===== config.mk =====
export PLATFORM = sky130hd
export DESIGN_NAME = positional_list_engine_core_flat
export DESIGN_NICKNAME = d
export VERILOG_FILES = /design/src/sv/ple_pkg.sv /design/src/sv/ple_if.sv /design/src/sv/ple_cell.sv /design/src/sv/positional_list_engine_core.sv /design/src/flat_wrapper.sv
export SDC_FILE = /design/constraint.sdc
export NUM_CORES = 1
export LEC_CHECK = 0
export ABC_AREA = 1
export BUFFER_PORTS_ARGS = -buffer_cell sky130_fd_sc_hd__buf_2
export CORE_MARGIN = 3
export CORE_UTILIZATION = 32
export DETAILED_ROUTE_END_ITERATION = 8
export SETUP_SLACK_MARGIN = 0.5
export SYNTH_ARGS = -nofsm -noshare
export SYNTH_HDL_FRONTEND = slang
export SYNTH_SLANG_ARGS = --single-unit

===== constraint.sdc =====
create_clock -name i_clk -period 12.9 [get_ports i_clk]
set_input_delay 0.645 -clock i_clk [delete_from_list [all_inputs] [get_ports i_clk]]
set_output_delay 0.645 -clock i_clk [all_outputs]
set_load 0.005 [all_outputs]

===== src/sv/ple_pkg.sv =====
// Shared constants, codes and types of the positional list engine.
package ple_pkg;

    localparam int DEPTH = 16;

    // Index of one slot, and a counter that can hold DEPTH itself.
    localparam int IDX_W = (DEPTH > 1) ? $clog2(DEPTH) : 1;
    localparam int CNT_W = $clog2(DEPTH + 1);

    // Field widths fixed by the request and result formats.
    localparam int OP_W   = 2;
    localparam int VAL_W  = 32;
    localparam int POS_W  = 5;
    localparam int STAT_W = 2;
    localparam int OCNT_W = 5;

    // Width wide enough to compare position against count without overflow.
    localparam int CMP_W = ((POS_W > CNT_W) ? POS_W : CNT_W) + 1;

    localparam logic [OP_W-1:0] OP_INSERT = 2'd0;
    localparam logic [OP_W-1:0] OP_DELETE = 2'd1;
    localparam logic [OP_W-1:0] OP_SEARCH = 2'd2;
    localparam logic [OP_W-1:0] OP_NONE   = 2'd3;

    localparam logic [STAT_W-1:0] ST_OK    = 2'd0;
    localparam logic [STAT_W-1:0] ST_EMPTY = 2'd1;
    localparam logic [STAT_W-1:0] ST_FULL  = 2'd2;
    localparam logic [STAT_W-1:0] ST_RANGE = 2'd3;

    // Per-cycle command broadcast to every cell of the chain.
    typedef struct packed {
        logic                    ins;
        logic                    del;
        logic [IDX_W-1:0]        slot;
        logic signed [VAL_W-1:0] val;
        logic [CNT_W-1:0]        cnt;
    } t_cell_ctrl;

endpackage


===== src/sv/ple_if.sv =====
// Request and result channel interfaces of the positional list engine.
interface ple_in_if;
    logic                                    valid;
    logic                                    ready;
    logic [ple_pkg::OP_W-1:0]                operation;
    logic signed [ple_pkg::VAL_W-1:0]        value;
    logic [ple_pkg::POS_W-1:0]               position;

    modport source (output valid, operation, value, position, input ready);
    modport sink   (input valid, operation, value, position, output ready);
endinterface

interface ple_out_if;
    logic                       valid;
    logic                       ready;
    logic [ple_pkg::STAT_W-1:0] status;
    logic                       found;
    logic [ple_pkg::OCNT_W-1:0] count;

    modport source (output valid, status, found, count, input ready);
    modport sink   (input valid, status, found, count, output ready);
endinterface


===== src/sv/ple_cell.sv =====
// One list slot: holds an entry, shifts with its neighbors and matches searches.
module ple_cell (
    input  logic                             i_clk,
    input  logic                             i_en,
    input  logic [ple_pkg::IDX_W-1:0]        i_idx,
    input  ple_pkg::t_cell_ctrl              i_ctrl,
    input  logic signed [ple_pkg::VAL_W-1:0] i_left,
    input  logic signed [ple_pkg::VAL_W-1:0] i_right,
    output logic signed [ple_pkg::VAL_W-1:0] o_entry,
    output logic                             o_hit
);

    logic signed [ple_pkg::VAL_W-1:0] r_entry;
    logic signed [ple_pkg::VAL_W-1:0] n_entry;
    logic                             w_at;
    logic                             w_after;

    assign w_at    = (i_idx == i_ctrl.slot);
    assign w_after = (i_idx > i_ctrl.slot);

    // Insert pulls from the left neighbor past the slot; delete pulls from the right.
    always_comb begin
        n_entry = r_entry;
        if (i_ctrl.ins) begin
            if (w_at) begin
                n_entry = i_ctrl.val;
            end else if (w_after) begin
                n_entry = i_left;
            end
        end else if (i_ctrl.del) begin
            if (w_at || w_after) begin
                n_entry = i_right;
            end
        end
    end

    always_ff @(posedge i_clk) begin
        if (i_en) begin
            r_entry <= n_entry;
        end
    end

    assign o_entry = r_entry;
    assign o_hit   = (ple_pkg::CNT_W'(i_idx) < i_ctrl.cnt) && (r_entry == i_ctrl.val);

endmodule


===== src/sv/positional_list_engine_core.sv =====
// Top level of the positional list engine: request decode, cell chain and result register.
//
//   channel  | dir | handshake     | payload
//   i_in     | in  | valid / ready | operation, value, position
//   o_out    | out | valid / ready | status, found, count
//
// The cells shift or compare in parallel for each request and its result is registered, so
// one request is taken per cycle while results drain.
// A new request is accepted whenever the result register is empty or being taken.
// Reset clears the count and the result valid; stored entries are left as they are.
// No clearing pass follows reset, so requests are accepted on the first cycle after it.
module positional_list_engine_core (
    input  logic          i_clk,
    input  logic          i_rst_n,
    ple_in_if.sink        i_in,
    ple_out_if.source     o_out
);

    logic [ple_pkg::CNT_W-1:0]  r_len;
    logic [ple_pkg::CNT_W-1:0]  n_len;
    logic                       r_out_valid;
    logic [ple_pkg::STAT_W-1:0] r_status;
    logic [ple_pkg::STAT_W-1:0] n_status;
    logic                       r_found;
    logic                       n_found;
    logic [ple_pkg::OCNT_W-1:0] r_count;

    logic                       w_accept;
    logic [ple_pkg::CMP_W-1:0]  w_pos;
    logic [ple_pkg::CMP_W-1:0]  w_len;
    logic                       w_full;
    logic                       w_empty;
    logic                       w_ins_ok;
    logic                       w_del_ok;
    logic                       w_any_hit;
    logic [ple_pkg::CMP_W-1:0]  w_len_ext;
    ple_pkg::t_cell_ctrl        w_ctrl;

    logic signed [ple_pkg::VAL_W-1:0] w_entry [ple_pkg::DEPTH];
    logic [ple_pkg::DEPTH-1:0]        w_hit;

    assign i_in.ready = !r_out_valid || o_out.ready;
    assign w_accept   = i_in.valid && i_in.ready;

    assign w_pos   = ple_pkg::CMP_W'(i_in.position);
    assign w_len   = ple_pkg::CMP_W'(r_len);
    assign w_full  = (w_len >= ple_pkg::CMP_W'(ple_pkg::DEPTH));
    assign w_empty = (r_len == '0);

    assign w_ins_ok = (i_in.operation == ple_pkg::OP_INSERT) && !w_full
                      && (w_pos != '0) && (w_pos <= w_len + ple_pkg::CMP_W'(1));
    assign w_del_ok = (i_in.operation == ple_pkg::OP_DELETE) && !w_empty
                      && (w_pos != '0) && (w_pos <= w_len);

    always_comb begin
        w_ctrl.ins  = w_ins_ok;
        w_ctrl.del  = w_del_ok;
        w_ctrl.slot = ple_pkg::IDX_W'(w_pos - ple_pkg::CMP_W'(1));
        w_ctrl.val  = i_in.value;
        w_ctrl.cnt  = r_len;
    end

    genvar k;
    generate
        for (k = 0; k < ple_pkg::DEPTH; k++) begin : g_cell
            logic signed [ple_pkg::VAL_W-1:0] w_left;
            logic signed [ple_pkg::VAL_W-1:0] w_right;

            if (k == 0) begin : g_first
                assign w_left = i_in.value;
            end else begin : g_mid_l
                assign w_left = w_entry[k-1];
            end

            if (k == ple_pkg::DEPTH - 1) begin : g_last
                assign w_right = w_entry[k];
            end else begin : g_mid_r
                assign w_right = w_entry[k+1];
            end

            ple_cell u_cell (
                .i_clk   (i_clk),
                .i_en    (w_accept),
                .i_idx   (ple_pkg::IDX_W'(k)),
                .i_ctrl  (w_ctrl),
                .i_left  (w_left),
                .i_right (w_right),
                .o_entry (w_entry[k]),
                .o_hit   (w_hit[k])
            );
        end
    endgenerate

    assign w_any_hit = |w_hit;

    always_comb begin
        n_len    = r_len;
        n_status = ple_pkg::ST_OK;
        n_found  = 1'b0;
        unique case (i_in.operation)
            ple_pkg::OP_INSERT: begin
                if (w_full) begin
                    n_status = ple_pkg::ST_FULL;
                end else if (!w_ins_ok) begin
                    n_status = ple_pkg::ST_RANGE;
                end else begin
                    n_len = r_len + ple_pkg::CNT_W'(1);
                end
            end
            ple_pkg::OP_DELETE: begin
                if (w_empty) begin
                    n_status = ple_pkg::ST_EMPTY;
                end else if (!w_del_ok) begin
                    n_status = ple_pkg::ST_RANGE;
                end else begin
                    n_len = r_len - ple_pkg::CNT_W'(1);
                end
            end
            ple_pkg::OP_SEARCH: begin
                if (w_empty) begin
                    n_status = ple_pkg::ST_EMPTY;
                end else begin
                    n_found = w_any_hit;
                end
            end
            default: begin
                n_status = ple_pkg::ST_OK;
            end
        endcase
    end

    assign w_len_ext = ple_pkg::CMP_W'(n_len);

    always_ff @(posedge i_clk) begin
        if (!i_rst_n) begin
            r_len       <= '0;
            r_out_valid <= 1'b0;
        end else begin
            if (w_accept) begin
                r_len       <= n_len;
                r_out_valid <= 1'b1;
            end else if (o_out.ready) begin
                r_out_valid <= 1'b0;
            end
        end
    end

    always_ff @(posedge i_clk) begin
        if (w_accept) begin
            r_status <= n_status;
            r_found  <= n_found;
            r_count  <= w_len_ext[ple_pkg::OCNT_W-1:0];
        end
    end

    assign o_out.valid  = r_out_valid;
    assign o_out.status = r_status;
    assign o_out.found  = r_found;
    assign o_out.count  = r_count;

`ifndef ASSERT_OFF
    a_len_bound: assert property (@(posedge i_clk) disable iff (!i_rst_n)
        ple_pkg::CMP_W'(r_len) <= ple_pkg::CMP_W'(ple_pkg::DEPTH))
        else $error("list length exceeds depth");

    a_ins_grows: assert property (@(posedge i_clk) disable iff (!i_rst_n)
        (w_accept && w_ins_ok) |=> (r_len == $past(r_len) + ple_pkg::CNT_W'(1)))
        else $error("accepted insert did not grow the list");

    a_full_count: assert property (@(posedge i_clk) disable iff (!i_rst_n)
        (r_out_valid && r_status == ple_pkg::ST_FULL)
        |-> (ple_pkg::CMP_W'(r_len) == ple_pkg::CMP_W'(ple_pkg::DEPTH)))
        else $error("full status reported while list not full");

    a_found_ok: assert property (@(posedge i_clk) disable iff (!i_rst_n)
        (r_out_valid && r_found) |-> (r_status == ple_pkg::ST_OK))
        else $error("found flag set on a rejected request");
`endif

endmodule


===== src/flat_wrapper.sv =====
// flat-port wrapper written by rule: the top's interface ports become plain ports
module positional_list_engine_core_flat 
  (i_clk, i_rst_n, i_in_valid, i_in_operation, i_in_value, i_in_position, i_in_ready, o_out_valid, o_out_status, o_out_found, o_out_count, o_out_ready);
  ple_in_if i_in_i ();
  ple_out_if o_out_i ();
  input  logic i_clk;
  input  logic i_rst_n;
  input wire logic [$bits(i_in_i.valid)-1:0] i_in_valid;
  input wire logic [$bits(i_in_i.operation)-1:0] i_in_operation;
  input wire logic [$bits(i_in_i.value)-1:0] i_in_value;
  input wire logic [$bits(i_in_i.position)-1:0] i_in_position;
  output wire logic [$bits(i_in_i.ready)-1:0] i_in_ready;
  output wire logic [$bits(o_out_i.valid)-1:0] o_out_valid;
  output wire logic [$bits(o_out_i.status)-1:0] o_out_status;
  output wire logic [$bits(o_out_i.found)-1:0] o_out_found;
  output wire logic [$bits(o_out_i.count)-1:0] o_out_count;
  input wire logic [$bits(o_out_i.ready)-1:0] o_out_ready;
  assign i_in_i.valid = i_in_valid;
  assign i_in_i.operation = i_in_operation;
  assign i_in_i.value = i_in_value;
  assign i_in_i.position = i_in_position;
  assign i_in_ready = i_in_i.ready;
  assign o_out_valid = o_out_i.valid;
  assign o_out_status = o_out_i.status;
  assign o_out_found = o_out_i.found;
  assign o_out_count = o_out_i.count;
  assign o_out_i.ready = o_out_ready;
  positional_list_engine_core u_core (.i_clk(i_clk), .i_rst_n(i_rst_n), .i_in(i_in_i), .o_out(o_out_i));
endmodule

* Word-level counts from Yosys, hierarchy flattened
Index checks and enable logic that the tools add are counted.
** Word-level totals
- Register bits :: 526
- Input port bits :: 43
** Cells by class
- Add/subtract/negate cells :: 4
- Magnitude comparators :: 35
- Equality and inequality tests :: 48
- Muxes and demuxes :: 90
- Bitwise gates (word level) :: 1
- Reduce and logical (&&, ||, !) cells :: 82
** Operators with widths (count)
- $mux W32 :: 77
- $eq A32 B32 Y1 :: 16
- $reduce_and A4 Y1 :: 15
- $ne A3 B3 Y1 const B :: 15
- $lt A4 B5 Y1 const A :: 8
- $reduce_bool A2 Y1 :: 18
- $eq A4 B4 Y1 const A :: 8
- $gt A4 B4 Y1 const A :: 8
- $logic_and A1 B1 Y1 :: 23
- $lt A3 B5 Y1 const A :: 4
- $mux W5 :: 4
- $eq A3 B4 Y1 const A :: 4
- $gt A3 B4 Y1 const A :: 4
- $logic_or A1 B1 Y1 :: 16
- $reduce_or A16 Y1 :: 1
- $lt A1 B5 Y1 const A :: 2
- $lt A2 B5 Y1 const A :: 2
- $pmux W5 S2 :: 1
- $eq A2 B4 Y1 const A :: 2
- $gt A1 B4 Y1 const A :: 2
- $gt A2 B4 Y1 const A :: 2
- $mux W2 :: 4
- $add A5 B1 Y6 const B :: 1
- $le A5 B6 Y1 :: 1
- other kinds (18) :: 22

* Logic depth before layout (Yosys ltp)
- Depth after elaboration :: 8
- Gate-level depth with buffers :: 17
- Depth with buffers taken out :: 15

* Cells and area by module
From an unflattened synthesis, not the netlist that was laid out.
** Unflattened totals
- Cells, all modules :: 5582
- Area total of the unflattened synthesis :: 39402.8 sq um
** Modules (own cells, without submodules)
- ple_cell (u_core.g_cell[15].u_cell ...) :: times used 10, cells an instance 342, area each 2388.5 sq um, sequential area each 960.9 sq um
- ple_cell (u_core.g_cell[0].u_cell ...) :: times used 6, cells an instance 331, area each 2358.5 sq um, sequential area each 960.9 sq um
- positional_list_engine_core :: times used 1, cells an instance 176, area each 1366.3 sq um, sequential area each 360.3 sq um

* Worst setup path after synthesis
No wires, ideal clock.
- Path kind :: reg-to-reg
- Start point :: register u_core.r_len[0] (netlist name)
- End point :: register u_core.g_cell[4].u_cell.r_entry (netlist bit u_core.g_cell[4].u_cell.o_entry[0]) (enable)
- Setup time :: 0.466 ns
- Data arrival time :: 4.472 ns
- Setup slack :: 7.963 ns
- Cell stages (with the launch flop) :: 14
- Clock period less this slack :: 4.937 ns
- Path through :: dfxtp_1 -> clkinv_1 -> ha_1 -> inv_1 -> ha_1 -> a21oi_1 -> o21ai_1 -> nand2_1 -> nand2_1 -> o21ai_1 -> nand2_2 -> nand2_1 -> nand2_2 -> o21ai_0
** Between the ends
- Cells in the longest elaborated chain, start to end :: 7
- Elaborated cells on any way between the ends :: 17
- Those cells by class :: add/sub (1); order compare (3); eq/ne (1); reduce/logical (12)
** RTL lines
- start, declared :: RTL line positional_list_engine_core.sv:19 : logic [ple_pkg::CNT_W-1:0] r_len;
- start signal, assigned :: RTL line positional_list_engine_core.sv:140 : r_len <= n_len;
- branches (longest 6 deep; another with $add A5 B1 Y6)
- $reduce_and A4 Y1 (no line) *
- end signal, assigned :: RTL line ple_cell.sv:39 : r_entry <= n_entry;
- end, declared :: RTL line ple_cell.sv:13 : logic signed [ple_pkg::VAL_W-1:0] r_entry;
Mark *: on every way between the ends.
A chain may end at the register's enable or synchronous reset.

* Worst setup path in the final report
- Start point :: register u_core.r_len[0] (netlist name)
- End point :: register u_core.g_cell[6].u_cell.r_entry (netlist bit u_core.g_cell[6].u_cell.o_entry[19]) (enable)
** Between the ends
- Cells in the longest elaborated chain, start to end :: 7
- Elaborated cells on any way between the ends :: 17
- Those cells by class :: add/sub (1); order compare (3); eq/ne (1); reduce/logical (12)
** RTL lines (RTL line)
- branches (longest 6 deep; another with $add A5 B1 Y6)
- $reduce_and A4 Y1 (no line) *
- end signal, assigned :: ple_cell.sv:39
- end, declared :: ple_cell.sv:13
Marks and branches as above.

==> metrics.yaml <==
synth.distinct_cells: 36
gp_congestion: 0.925
path_cells: "clkinv_1, ha_1, inv_1, ha_1, a21oi_1, o21ai_1, nand2_1, nand2_1, o21ai_1, nand2_8, nand2_1, nand2_2, nor2_4, inv_1, nor2_4"
hold_viol: 0
critPathBufInv: 3
rows: 119
outcome: "finished clean"
grt_overflow: 0
rsz0062_at_grt: "false"
die_area_sq_um: 112000
netlist.area_leader.share: 0.452
setup_slack_ns: 7.15
htree_levels: 2
cts-buffers-inserted: 61
ys.flop_type: "edfxtp_1"
cts_setup_buffers: 0
coreArea_sq_um: 106000
grt_max_degree: 218
synth.area.top_cells: "edfxtp_1 45%, nand2_1 16%, o21ai_0 8.2%"
synth.cell_area_sq_um: 34500
intPower_w: 0.00308
wire_per_inst_um: 22.7
synth.largest_area_cell: "edfxtp_1"
place_ws_ns: 7.20
cts_tree: "yes"
first_iter_violations: 4247
switchingPower_w: 0.00126
skew_ns: 0.0280
p_clk_frac: 0.403
critPathKind: "reg -> reg"
p_leak_nw: 14.8
grt_util_all_layers: 0.224
required_ns: 13.15
synth.net_count: 4522
seqPwrFrac: 0.456
root_buffer: "clkbuf_16"
drc: 0
power_density_nw_per_um2: 116
switching_share: 0.290
vias: 31800
ios: 53
drive_gt1_frac: 0.0576
clk_pin_slew_worst_paths_ns: 0.06
crit_arrival_ns: 6.00
worstSetupStartpointType: "flop"
synth_seq_cells: 526
hold_buffers: 0
crit_family: "simple AND/OR/NAND/NOR gates"
syn-instance-count: 4461
period_share: 0.446
antenna_found_initial: 14
final.setup.tns_ns: 0
die_height_um: 335
max_stage_delay_ns: 0.97
vias_per_cell: 5.54
synth_edf_count: 520
nets: 4354
combinationalPowerShare: 0.141
yosys_warnings: 0
vdd_drop_max_mv: 0.108
ctsResizeCount: 0
layout_min_cycle_time_ns: 5.75
grt_pass1_wl_um: 192000
initial_core_util: 0.325
max_clock_freq_mhz: 174
critPathMaxFanout: 57
p_total_w: 0.00433
finalSetupViolCount: 0
fin_area_sq_um: 37500
clkLatencyLatePin_ns: 0.65
area_growth_pct: 8.50
maxCapViolCount: 0
synth-seq-area-share: 0.455
placed_area_sq_um: 35500
grt_pass1_vias: 29400
end_kind: "flop"
slew_viol_final: 0
detail-route-antenna-nets: 0
crit_path_top_delay_cell: "nor2_4"
hp-class: "in -> reg"
dr.pass1.iters: 7
cts.path.max_buffers: 3
tightest_slew_ns: 1.20
synthArstFlopShare: 0
cp_common_cell: "nand2_1"
io_buffers: 52
syn_avg_cell_area_sq_um: 7.74
die_x_um: 335
clock-sinks: 526
final_core_util: 0.353
relSlewSlack: 0.197
routed_wl_um: 130000
place_hpwl_um: 89300
## Yosys cell counts (5+ instances only)
cell,number
buf_6,6
nand3_2,5
nand2_1,1455
inv_1,256
xnor2_1,217
o21ai_0,563
nor2_1,389
nand3_1,176
xor2_1,91
buf_1,10
clkbuf_1,122
buf_4,24
edfxtp_1,520
ha_1,18
a21oi_1,59
a211oi_1,34
nand4_1,19
nor3_1,16
buf_2,180
a31oi_1,113
dfxtp_1,6
inv_2,7
o211ai_1,72
o21ai_1,72
nand2_2,10
## cells in the final DEF (no fill, tap or decap), types with 62 or more instances in the layout
| master | n |
|---|---|
| nand2_1 | 1453 |
| o21ai_0 | 562 |
| edfxtp_1 | 520 |
| nor2_1 | 380 |
| inv_1 | 256 |
| xnor2_1 | 217 |
| nand3_1 | 175 |
| a31oi_1 | 113 |
| xor2_1 | 91 |
| o21ai_1 | 72 |
| o211ai_1 | 72 |
| clkbuf_16 | 62 |
## per-layer routing
layer | GRT usage | share of wire
met1 | 0.309 | 0.41
met2 | 0.344 | 0.44
met3 | 0.0564 | 0.11
met4 | 0.0729 | 0.033
met5 | 0.00766 | 0.0017
## state kept, by name, summed over array words and instances, names as in the netlist
register                      cells
u_core.g_cell.u_cell.o_entry    512
u_core.o_out.count                5
u_core.o_out.found                1
u_core.o_out.status               2
u_core.o_out.valid                1
u_core.r_len                      5
## through the flow
| step | hold WS [ns] | cells |
|---|---|---|
| 2_1_floorplan | 0.521 | 4461 |
| 3_5_place_dp | 0.518 | 5621 |
| 3_3_place_gp | 0.522 | 5621 |
| 4_1_cts | 0.285 | 5735 |
| 6_report | 0.311 | 5739 |
| 5_1_grt | 0.317 | 5735 |
## power groups by stage
| stage | sequential [W] | clock [W] | combinational (W) |
|---|---|---|---|
| after floorplan | 0.00199 | 0 | 0.000409 |
| after global placement | 0.00201 | 0 | 0.000587 |
| after detailed placement | 0.00201 | 0 | 0.000594 |
| after CTS | 0.00197 | 0.00176 | 0.000596 |
| after global routing | 0.00198 | 0.00182 | 0.000663 |
| final | 0.00197 | 0.00175 | 0.000611 |
## area by class of cell
class                   instances  area [sq um]
clock buffers                  76          1600
clock inverters                38           325
well taps                    1391          1740
diodes                          4          10.0
fillers                     11100         68700
multi-input cells            3325         16300
flip-flops and latches        526         15700
inverters                     267          1010
repair buffers                112           736
## final timing paths
check,cells past startpoint,start,endpoint,slack [ns]
worst max register to register,15,u_core.r_len[0],u_core.g_cell[6].u_cell.o_entry[19],7.15
worst min register to register,2,u_core.o_out.valid,u_core.o_out.valid,0.51
worst max-delay path,15,u_core.r_len[0],u_core.g_cell[6].u_cell.o_entry[19],7.15
worst min-delay path,4,o_out_ready,u_core.o_out.valid,0.31
## worst register-to-register path: stages (launching register included)
cell and delay (ns):
dfxtp_1 0.51, clkinv_1 0.34, ha_1 0.39, inv_1 0.06
ha_1 0.29, a21oi_1 0.17, o21ai_1 0.07, nand2_1 0.06
nand2_1 0.04, o21ai_1 0.25, nand2_8 0.35, nand2_1 0.26
nand2_2 0.32, nor2_4 0.98, inv_1 0.39, nor2_4 0.83
## kinds of logic after synthesis
logic type      Yosys count  share of synthesized area
simple gates           2081                      0.238
compound gates          918                      0.145
buf+inv                 610                     0.0768
flops                   526                      0.455
xor+xnor                308                     0.0781
fa+ha+maj                18                    0.00652
No activity file was read; power rests on OpenSTA's default activity.
